===== config.mk =====
export PLATFORM = sky130hd
export DESIGN_NAME = cirrl_cell
export DESIGN_NICKNAME = d
export VERILOG_FILES = /design/src/rtl/cirrl_pkg.sv /design/src/rtl/cirrl_cell.sv
export SDC_FILE = /design/constraint.sdc
export NUM_CORES = 1
export LEC_CHECK = 0
export ABC_CLOCK_PERIOD_IN_PS = 19500
export BUFFER_PORTS_ARGS = -buffer_cell sky130_fd_sc_hd__buf_2
export CAP_MARGIN = 10
export CORE_AREA = 4 4 531 533
export CTS_CLUSTER_SIZE = 30
export DETAILED_ROUTE_END_ITERATION = 7
export DIE_AREA = 0 0 535 537
export GPL_ROUTABILITY_DRIVEN = 0
export GPL_TIMING_DRIVEN = 0
export PLACE_DENSITY = 0.34
export SYNTH_ARGS = -nofsm -noshare
export SYNTH_HDL_FRONTEND = slang
export SYNTH_SLANG_ARGS = --single-unit

===== constraint.sdc =====
create_clock -name clk -period 19.5 [get_ports clk]
set_input_delay 2.925 -clock clk [delete_from_list [all_inputs] [get_ports clk]]
set_output_delay 2.925 -clock clk [all_outputs]
set_load 0.01 [all_outputs]

===== src/rtl/cirrl_pkg.sv =====
// Shared types and constants for the closed ID reuse rate limit table.
// No dependencies; used by cirrl_cell and the top level.
package cirrl_pkg;

	localparam int TableDepth = 16;
	localparam int CntW = $clog2(TableDepth + 1);
	localparam logic [63:0] RateLimitReset = 64'd1000000000;

	localparam logic [2:0] OP_ADD = 3'd0;
	localparam logic [2:0] OP_DEL = 3'd1;
	localparam logic [2:0] OP_FIND = 3'd2;
	localparam logic [2:0] OP_CHECK = 3'd3;
	localparam logic [2:0] OP_CLEAR = 3'd4;

	localparam logic [2:0] ST_OK = 3'd0;
	localparam logic [2:0] ST_NOT_FOUND = 3'd1;
	localparam logic [2:0] ST_FULL = 3'd2;
	localparam logic [2:0] ST_RATE_LIMITED = 3'd3;
	localparam logic [2:0] ST_REUSABLE = 3'd4;

	typedef struct packed {
		logic [2:0] op;
		logic [63:0] corr_id;
		logic [63:0] addr_hi;
		logic [63:0] addr_lo;
		logic [63:0] now_ns;
	} in_beat_t;

	typedef struct packed {
		logic [2:0] status;
		logic [63:0] result_id;
		logic [4:0] entry_count;
	} out_beat_t;

	typedef struct packed {
		logic [63:0] id;
		logic [63:0] addr_hi;
		logic [63:0] addr_lo;
		logic [63:0] closed;
	} entry_t;

	// command from the controller to every cell
	typedef struct packed {
		logic shift_in;    // take neighbor entry (below)
		logic shift_out;   // take neighbor entry (above)
		logic load_new;    // load the new entry (cell 0 only)
		logic refresh;     // refresh closed time
	} cell_cmd_t;

	// match flags from a cell
	typedef struct packed {
		logic id_hit;
		logic addr_young;
		logic old;
	} cell_flag_t;

endpackage


===== src/rtl/cirrl_cell.sv =====
// One table slot: holds an entry, compares against the broadcast item and
// hands its entry to neighbors on shifts. Uses cirrl_pkg.
module cirrl_cell (
	input  logic               clk,
	input  cirrl_pkg::entry_t  prev_entry,
	input  cirrl_pkg::entry_t  next_entry,
	input  cirrl_pkg::entry_t  new_entry,
	input  cirrl_pkg::cell_cmd_t cmd,
	input  logic [63:0]        key_id,
	input  logic [63:0]        key_hi,
	input  logic [63:0]        key_lo,
	input  logic [63:0]        now_ns,
	input  logic [63:0]        rate_limit_ns,
	output cirrl_pkg::entry_t  entry,
	output cirrl_pkg::cell_flag_t flag
);
	cirrl_pkg::entry_t entry_q;
	logic [63:0] age;

	// compare entry against the item
	always_comb begin
		age = now_ns - entry_q.closed;
		flag.id_hit = entry_q.id == key_id;
		flag.addr_young = entry_q.addr_hi == key_hi && entry_q.addr_lo == key_lo
			&& age <= rate_limit_ns;
		flag.old = age > rate_limit_ns;
	end

	// hold, shift, load or refresh the closed time
	always_ff @(posedge clk) begin
		if (cmd.load_new) begin
			entry_q <= new_entry;
		end else if (cmd.shift_in) begin
			entry_q <= prev_entry;
		end else if (cmd.shift_out) begin
			entry_q <= next_entry;
		end else if (cmd.refresh) begin
			entry_q.closed <= now_ns;
		end
	end

	assign entry = entry_q;
endmodule


==> impl_metrics.toml, run 1 <==
[cts]
cts_tree = "built"
ctsResizeCount = 0
cts.sinks = 256
cts_made_buffers = 45
postCtsHoldBufs = 0
post-cts-setup-buffer-count = 0
cts.path.max_buffers = 3
clkTransAtPathRegs_ns = 0.06
htree_levels = 2
root_buffer = "clkbuf_16"

[logic_synthesis]
synthDistinctLibCells = 69
syn_area_um2 = 21220
netlist_instances = 2371
synth_area_leaders = "edfxtp_1 36%, mux2i_1 12%, ha_1 7.5%"
yosysTopAreaCellShare_pct = 36.23
synth_seq_cells = 256
synth_edf_count = 256
ys.flop_type = "edfxtp_1"
async_reset_ff_share_pct = 0
syn_area_per_cell_um2 = 8.948
ys.warnings.count = 0
synth_nets = 3592
yosysTopAreaCell = "edfxtp_1"
yosysSeqAreaShare_pct = 36.23

[hold_path]
worst_hold_path.num_cells = 3
min_path_type = "in -> reg"
hold-path-endpoint = "entry[194]"
hp-start = "new_entry[194]"

[sta]
slew_headroom_pct = -1.467
tightest_slew_ns = 1.480
hold_viol = 0
setup_violations = 0
hold_slack_ns = 2.523
rsz0062_at_grt = "no"
layout_min_cycle_time_ns = 12.07
fmax_mhz = 82.83
fin_setup_tns_ns = 0
drv_slew = 2
min_period_over_period_pct = 61.91

[power]
power_density_nw_per_um2 = 74.62
leakagePower_nw = 15.71
ir_worst_vdd_v = 0.00006190
finalPower_mw = 2.604

[setup_path]
crit_required_ns = 16.57
crit_path_start_kind = "input port"
criticalPathCategory = "in -> out"
crit_arrival_ns = 9.15
critPathMaxFanout = 5
cp-end-kind = "primary output"

[finish]
synthToLayoutAreaGrowth_pct = 64.50
final_common_cell = "buf_2"
layout_common_cells = "1357 x buf_2, 321 x nand2_1, 302 x o21ai_0"
fill_cells = 32198
largest_reg_flops = 256
multi_input_area_um2 = 12580
regArea_um2 = 7687
stdcell_area_um2 = 34900
num-nets-final = 5018
drive_above_1_share_pct = 39.20

[die]
core.rowCount = 193
die_h_um = 537
dieArea_um2 = 287300
start_util_pct = 7.673
core_area_um2 = 276500
die_w_um = 535
ios = 1352

[detailed_routing]
antenna_left = 0
dr.pass1.iters = 5
vias_per_cell = 3.437
wire_per_inst_um = 32.42
via_count = 26201
drt_iter0_drc = 2006
wl_mm = 247.1
drc = 0

[global_route]
antenna_found_initial = 249
grt_pass1_wl_mm = 299.4
grt_pass1_vias = 26166
grt_overflow = 0
grt_util_all_layers_pct = 16.32
grt_max_degree = 58

[job]
cap_violations = 2

[place]
dpl_cell_area_um2 = 33180
dp_hpwl_mm = 224.8
io_buffers = 1348

[outcome]
status = "finished with violations"
violations = "capacitance limit, slew limit"
-- cell usage after synthesis, drive strengths merged, types with 5 or more instances --
cell type and instances:
o211ai 6, inv 149, o31a 5, mux2i 256, o21a 9, nor2 110, a21o 59, edfxtp 256
a311oi 5, buf 23, nand4 58, o21ai 308, nand2 321, ha 127, nand3 15, nor4 39
a31oi 7, nor3 12, nand2b 5, o21bai 9, a21oi 172, nor2b 8, xor2 132, xnor2 110
clkbuf 105
-- where the power goes --
part | switching, mW | internal, mW
Sequential | 0.0859 | 0.683
Combinational | 0.614 | 0.357
Clock | 0.378 | 0.485
-- worst max path at each step --
| stage | from | to | slack [ns] |
|---|---|---|---|
| 2_1_floorplan | now_ns[0] | flag[1] | 9.69 |
| 3_3_place_gp | cmd[1] | entry[46] | 4.08 |
| 3_5_place_dp | now_ns[7] | flag[0] | 7.15 |
| 4_1_cts | now_ns[7] | flag[0] | 7.15 |
| 5_1_grt | now_ns[7] | flag[1] | 7.08 |
| 6_report | now_ns[7] | flag[1] | 7.43 |
-- area by class of cell --
type | count | area share, %
inverter | 149 | 1.603
clock inverter | 33 | 0.9107
sequential | 256 | 22.03
tap | 3705 | 13.28
buffer | 128 | 1.445
timing repair buffer | 1379 | 20.73
multi-input combinational | 1838 | 36.05
clock buffer | 49 | 3.331
antenna | 87 | 0.6238
-- cell families (layout without fill, tap and decap cells) --
kind of cell | count (synthesis) | in the layout | share of synthesized area [%]
AOI/OAI and AO/OA | 617 | 617 | 16.71
and+or+nand+nor | 594 | 594 | 12.42
buffers and inverters | 277 | 1738 | 4.925
muxes | 257 | 257 | 12.13
DFF | 256 | 256 | 36.23
xor gates and xnor gates | 242 | 242 | 9.991
adders and majority gates | 128 | 128 | 7.584
other | 0 | 87 | 0
-- stage by stage --
step / instances / setup slack [ns] / utilization (%)
floorplan: 2371 / 9.692 / -
global placement: 7424 / 4.075 / 11.79
detailed placement: 7453 / 7.154 / 12.00
CTS: 7535 / 7.155 / 12.53
global route: 7579 / 7.082 / 12.58
finish: 7624 / 7.427 / 12.62
-- metal layers --
layer	GRT usage, %	vias up	routed length, um
met3	6.203	476	25200
met1	20.40	12451	103100
met2	25.82	1644	108500
met5	0	-	973
met4	5.130	146	9402
li1	-	11484	-
-- critical path, stage by stage --
cell,delay (ns)
buf_2,0.14
ha_1,0.44
nand4_1,0.24
a21oi_1,0.18
o31a_1,0.29
o21ai_0,0.27
o211ai_1,0.61
nand3_1,0.31
a21boi_0,0.61
a31oi_1,0.19
xnor2_1,0.19
ha_1,0.33
nand4_1,0.26
nand2b_1,0.25
nor3_1,0.37
nand3_1,0.23
nand3b_1,0.25
o21a_1,0.21
a21oi_2,0.55
nor2b_1,0.09
buf_2,0.17
Note: power is estimated with default switching activity, not from simulation.
==> run 2, diff against run 1 <==
- ABC_AREA: not set -> 1
- ABC_CLOCK_PERIOD_IN_PS: 19500 -> 10500
- CORE_AREA: 4 4 531 533 -> 4 4 530 532
- DIE_AREA: 0 0 535 537 -> 0 0 534 536
- PLACE_DENSITY: 0.34 -> 0.35
- clock period: 19.5 -> 10.5 ns (I/O delays scaled with it)
==> run 2 against run 1 <==
The flow now finishes without violations. Power up 78%. Cell area grew 2.9%. Routed wire length fell by 4.8%. Critical path depth increased by 5. Synthesized cell count is 40% higher.
==> impl_metrics.toml, run 2 <==
[outcome]
status = "completed"

[power]
pwr-share-clk_pct = 30.3
leakagePower_nw = 16.65
switching_share_pct = 41.95
p_int_mw = 2.695
combPwrFrac_pct = 39.0
power_density_nw_per_um2 = 129.3
p_switching_mw = 1.948
ir_worst_vdd_v = 0.0001002
seq_power_share_pct = 30.8

[sta]
rsz0062_at_grt = "no"
slew_headroom_pct = 27.93
drv_slew = 0
hold_viol = 0
tightest_slew_ns = 1.073
fin_ws_ns = 2.765
setup_violations = 0
fmax_mhz = 129.3
layout_min_cycle_time_ns = 7.735
min_period_over_period_pct = 73.67

[logic_synthesis]
synth_area_leaders = "edfxtp_1 34%, nand2_1 16%, nand3_1 11%"
synth_edf_count = 256
synth_fa_ha_area_share_pct = 7.032
synth_top_family_by_area = "simple AND/OR/NAND/NOR gates"
yosysTopAreaCellShare_pct = 33.59
synth_compound_area_share_pct = 8.142
ys.warnings.count = 0
ys.flop_type = "edfxtp_1"
synth_seq_cells = 256
synth.area.mux_share_pct = 0
netlist_instances = 3319
syn_area_per_cell_um2 = 6.895
synth_common_cells = "981 x nand2_1, 518 x nand3_1, 395 x inv_1, 256 x edfxtp_1, 256 x nor2_1"
synthSimpleGateAreaFrac_pct = 35.56
async_reset_ff_share_pct = 0
syn_area_um2 = 22880
yosysTopAreaCell = "edfxtp_1"
yosysSeqAreaShare_pct = 33.59
synth_nets = 4540
synth.most_common_cell = "nand2_1"
synthDistinctLibCells = 36
synth_xor_area_share_pct = 6.928

[die]
ios = 1352
start_util_pct = 8.291
dieArea_um2 = 286200
core_area_um2 = 276000
die_h_um = 536
die_w_um = 534
core.rowCount = 193

[cts]
cts_tree = "built"
htree_levels = 2
cts.sinks = 256
root_buffer = "clkbuf_16"
postCtsHoldBufs = 0
post-cts-setup-buffer-count = 0
cts.path.max_buffers = 3
clkTransAtPathRegs_ns = 0.05
ctsResizeCount = 0
cts_made_buffers = 41

[setup_path]
cpMaxStageDelayCell = "fa_1"
critPathMaxFanout = 3
crit_arrival_ns = 6.16
cp-end-kind = "primary output"
criticalPathCategory = "in -> out"
crit_path_start_kind = "input port"
cpPeakStageDelay_ns = 0.44
crit_required_ns = 8.93

[global_route]
grt_max_degree = 59
grt_pass1_wl_mm = 296.6
grt_pass1_vias = 30792
antenna_found_initial = 188
grt_util_all_layers_pct = 15.62
grt_overflow = 0

[hold_path]
min_path_type = "in -> reg"
hold-path-endpoint = "entry[91]"
worst_hold_path.num_cells = 3
hp-start = "next_entry[91]"

[finish]
multi_input_area_um2 = 13210
final_common_cell = "buf_2"
utilization_pct = 13.01
drive_above_1_share_pct = 31.70
synthToLayoutAreaGrowth_pct = 56.94
regArea_um2 = 7687
fill_cells = 32460
layout_common_cells = "1352 x buf_2, 980 x nand2_1, 518 x nand3_1"
stdcell_area_um2 = 35910
largest_reg_flops = 256
num-nets-final = 5939

[detailed_routing]
via_count = 30664
drc = 0
vias_per_cell = 3.600
antenna_left = 0
drt_iter0_drc = 2254
wire_per_inst_um = 27.62
wl_mm = 235.3
dr.pass1.iters = 6

[place]
io_buffers = 1348
dpl_worst_slack_ns = 2.499
dpl_cell_area_um2 = 34470
dp_hpwl_mm = 213.8

[job]
cap_violations = 0
-- run 2: cell count changes in the layout (fill, tap and decap cells not counted), sizes merged, moves of 165 or more --
cell	delta
nor2	+165
inv	+251
o21ai	-185
nand2	+671
nand3	+509
mux2i	-256
-- run 2: critical path, delay by kind of cell --
| kind | cells | cell delay [ns] |
|---|---|---|
| buffers and inverters | 6 | 0.60 |
| adder cells (fa/ha/maj) | 3 | 1.01 |
| AND/OR/NAND/NOR | 16 | 2.58 |
| AO/OA/AOI/OAI | 1 | 0.36 |
-- run 2: power groups by stage --
stage          Combinational, mW  Sequential (mW)  Clock [mW]
6_report                    1.81             1.43        1.41
5_1_grt                     1.98             1.44        1.50
4_1_cts                     1.82             1.43        1.48
3_5_place_dp                1.81             1.45           0
3_3_place_gp                1.80             1.46           0
2_1_floorplan              0.819             1.43           0
-- run 2: how the worst max path moves through the flow --
stage,start,endpoint
5_1_grt,now_ns[0],flag[1]
2_1_floorplan,cmd[1],entry[0]
4_1_cts,now_ns[0],flag[1]
3_5_place_dp,now_ns[0],flag[1]
6_report,now_ns[0],flag[1]
3_3_place_gp,cmd[2],entry[3]
-- run 2: layout make-up --
cell class / instances / area share [%]
Antenna cell: 64 / 0.4460
Buffer: 128 / 1.376
Clock buffer: 48 / 2.930
Clock inverter: 25 / 0.6271
Inverter: 404 / 4.223
Multi-Input combinational cell: 2531 / 36.78
Sequential cell: 256 / 21.41
Tap cell: 3705 / 12.91
Timing Repair Buffer: 1356 / 19.30
-- run 2: per-stage QoR --
stage / TNS (ns) / cells / total power [mW] / hold WS [ns]
after detailed placement: 0 / 8380 / 3.260 / 1.857
after global routing: 0 / 8478 / 4.912 / 1.150
after global placement: -528.52 / 8372 / 3.257 / 1.853
after CTS: 0 / 8453 / 4.725 / 1.099
after floorplan: 0 / 3319 / 2.245 / 1.765
final: 0 / 8517 / 4.643 / 1.207
-- run 2: cells by family after synthesis --
group,after synthesis
adder cells (fa/ha/maj),128
XOR/XNOR,181
buffers and inverters,532
AND/OR/NAND/NOR,1896
AO/OA/AOI/OAI,326
flip-flops,256
-- run 2: routing by layer --
metal,global-route usage [%],up-vias,share of wire (%)
li1,-,13808,-
met1,18.08,14484,39
met2,25.52,1790,45
met3,5.505,494,10
met4,7.751,88,5.9
met5,0,-,0.24
==> run 3, diff against run 2 <==
- ABC_CLOCK_PERIOD_IN_PS: 10500 -> 6950
- clock period: 10.5 -> 6.95 ns (I/O delays scaled with it)
==> run 3 against run 2 <==
Worst hold slack worse by 0.54 ns. Highest routed layer unchanged. Die area stayed put. Critical path depth stayed put. Routed wire length is 0.62% higher. Sequential share of layout area is 0.082 points lower. Final cell count hardly changed. Setup slack worse by 2.4 ns. Global-route usage is 0.099 points higher. Count of clock-buffer cells in the layout stayed put. Cell area is 0.39% higher. Combinational power is 51% higher.
==> impl_metrics.toml, run 3 (synthesis gave the netlist of run 2 again) <==
[outcome]
status = "completed"

[sta]
fmax_mhz = 152.8
min_period_over_period_pct = 94.14
slew_headroom_pct = 18.59
rsz0062_at_grt = "no"
hold_slack_ns = 0.6672
drv_slew = 0
layout_min_cycle_time_ns = 6.543
setup_violations = 0
tightest_slew_ns = 1.212
hold_viol = 0

[die]
die_h_um = 536
dieArea_um2 = 286200
core.rowCount = 193
core_area_um2 = 276000
ios = 1352
die_w_um = 534
start_util_pct = 8.291

[detailed_routing]
drt_iter0_drc = 2325
dr.pass1.iters = 6
wire_per_inst_um = 27.82
vias_per_cell = 3.627
wl_mm = 236.7
via_count = 30858
drc = 0
antenna_left = 0

[cts]
cts_tree = "built"
htree_levels = 2
cts.sinks = 256
cts.path.max_buffers = 3
cts_made_buffers = 42
root_buffer = "clkbuf_16"
clkTransAtPathRegs_ns = 0.06

[global_route]
grt_pass1_vias = 30693
grt_overflow = 0
grt_max_degree = 94
grt_util_all_layers_pct = 15.72
grt_pass1_wl_mm = 297.8
antenna_found_initial = 210

[finish]
num-nets-final = 5940
drive_above_1_share_pct = 31.75
regArea_um2 = 7687
layout_common_cells = "1352 x buf_2, 980 x nand2_1, 518 x nand3_1"
synthToLayoutAreaGrowth_pct = 57.54
stdcell_count = 8509
largest_reg_flops = 256
multi_input_area_um2 = 13220
fill_cells = 32453
final_common_cell = "buf_2"

[power]
finalPower_mw = 7.249
leakagePower_nw = 16.71
power_density_nw_per_um2 = 201.1
pwr-share-clk_pct = 32.8
p_switching_mw = 2.932
ir_worst_vdd_v = 0.0001238
combPwrFrac_pct = 37.6
switching_share_pct = 40.45
p_int_mw = 4.317
seq_power_share_pct = 29.5

[setup_path]
cpPeakStageDelay_ns = 0.46
critPathMaxFanout = 3
criticalPathCategory = "in -> out"
crit_required_ns = 5.91
cp-end-kind = "primary output"
crit_arrival_ns = 5.50
crit_path_start_kind = "input port"
cpMaxStageDelayCell = "fa_1"

[place]
dp_cells = 8380
io_buffers = 1348
dp_hpwl_mm = 215.5

[job]
cap_violations = 0

[hold_path]
worst_hold_path.num_cells = 3
min_path_type = "in -> reg"
## run 3: worst paths after layout
path	start	endpoint	slack, ns
worst min-delay path	next_entry[211]	entry[211]	0.67
worst max-delay path	now_ns[0]	flag[1]	0.41
## run 3: layout make-up
cell class | count | share of cell area, %
Clock inverter | 26 | 1.041
Inverter | 404 | 4.206
Timing Repair Buffer | 1356 | 19.17
Clock buffer | 48 | 2.978
Multi-Input combinational cell | 2531 | 36.67
Antenna cell | 55 | 0.3818
Tap cell | 3705 | 12.86
Buffer | 128 | 1.371
Sequential cell | 256 | 21.32
## run 3: per-layer routing
layer  track usage, %  routed length [um]  share of wire (%)
met5                0                 777               0.33
met4            6.644               12470                5.3
met3            6.124               25810                 11
met2            26.35              108600                 46
met1            17.74               89050                 38
## run 3: stage by stage
stage | instance area (um2) | util [%] | TNS [ns] | worst slack, ns
5_1_grt | 35990 | 13.04 | 0 | 0.06251
6_report | 36050 | 13.06 | 0 | 0.4074
2_1_floorplan | 22890 | - | 0 | 1.622
4_1_cts | 35910 | 13.01 | 0 | 0.1327
3_3_place_gp | 34270 | 12.42 | -356.29 | -3.079
3_5_place_dp | 34460 | 12.48 | -0.006454 | -0.006454
## run 3: timing repair
| action | 4_1_cts | 5_1_grt |
|---|---|---|
| hold buffers | 0 | 0 |
| endpoints found under the setup margin | 1 | 1 |
| resized for setup | 1 | 1 |
| setup buffers | 0 | 0 |
| gates cloned | 0 | 0 |
| hold endpoints to repair | 0 | 0 |
## run 3: critical path: cells and delay by family
kind	cells	cell delay, ns
and+or+nand+nor	16	2.54
buffers and inverters	6	0.58
AOI/OAI and AO/OA	1	0.25
adders and majority gates	3	1.05
## run 3: power by group through the flow
stage | Sequential [mW] | Combinational [mW] | Clock, mW
detailed placement | 2.17 | 2.74 | 0
CTS | 2.14 | 2.75 | 2.50
floorplan | 2.15 | 1.24 | 0
finish | 2.14 | 2.73 | 2.38
global placement | 2.18 | 2.72 | 0
global route | 2.16 | 2.99 | 2.52
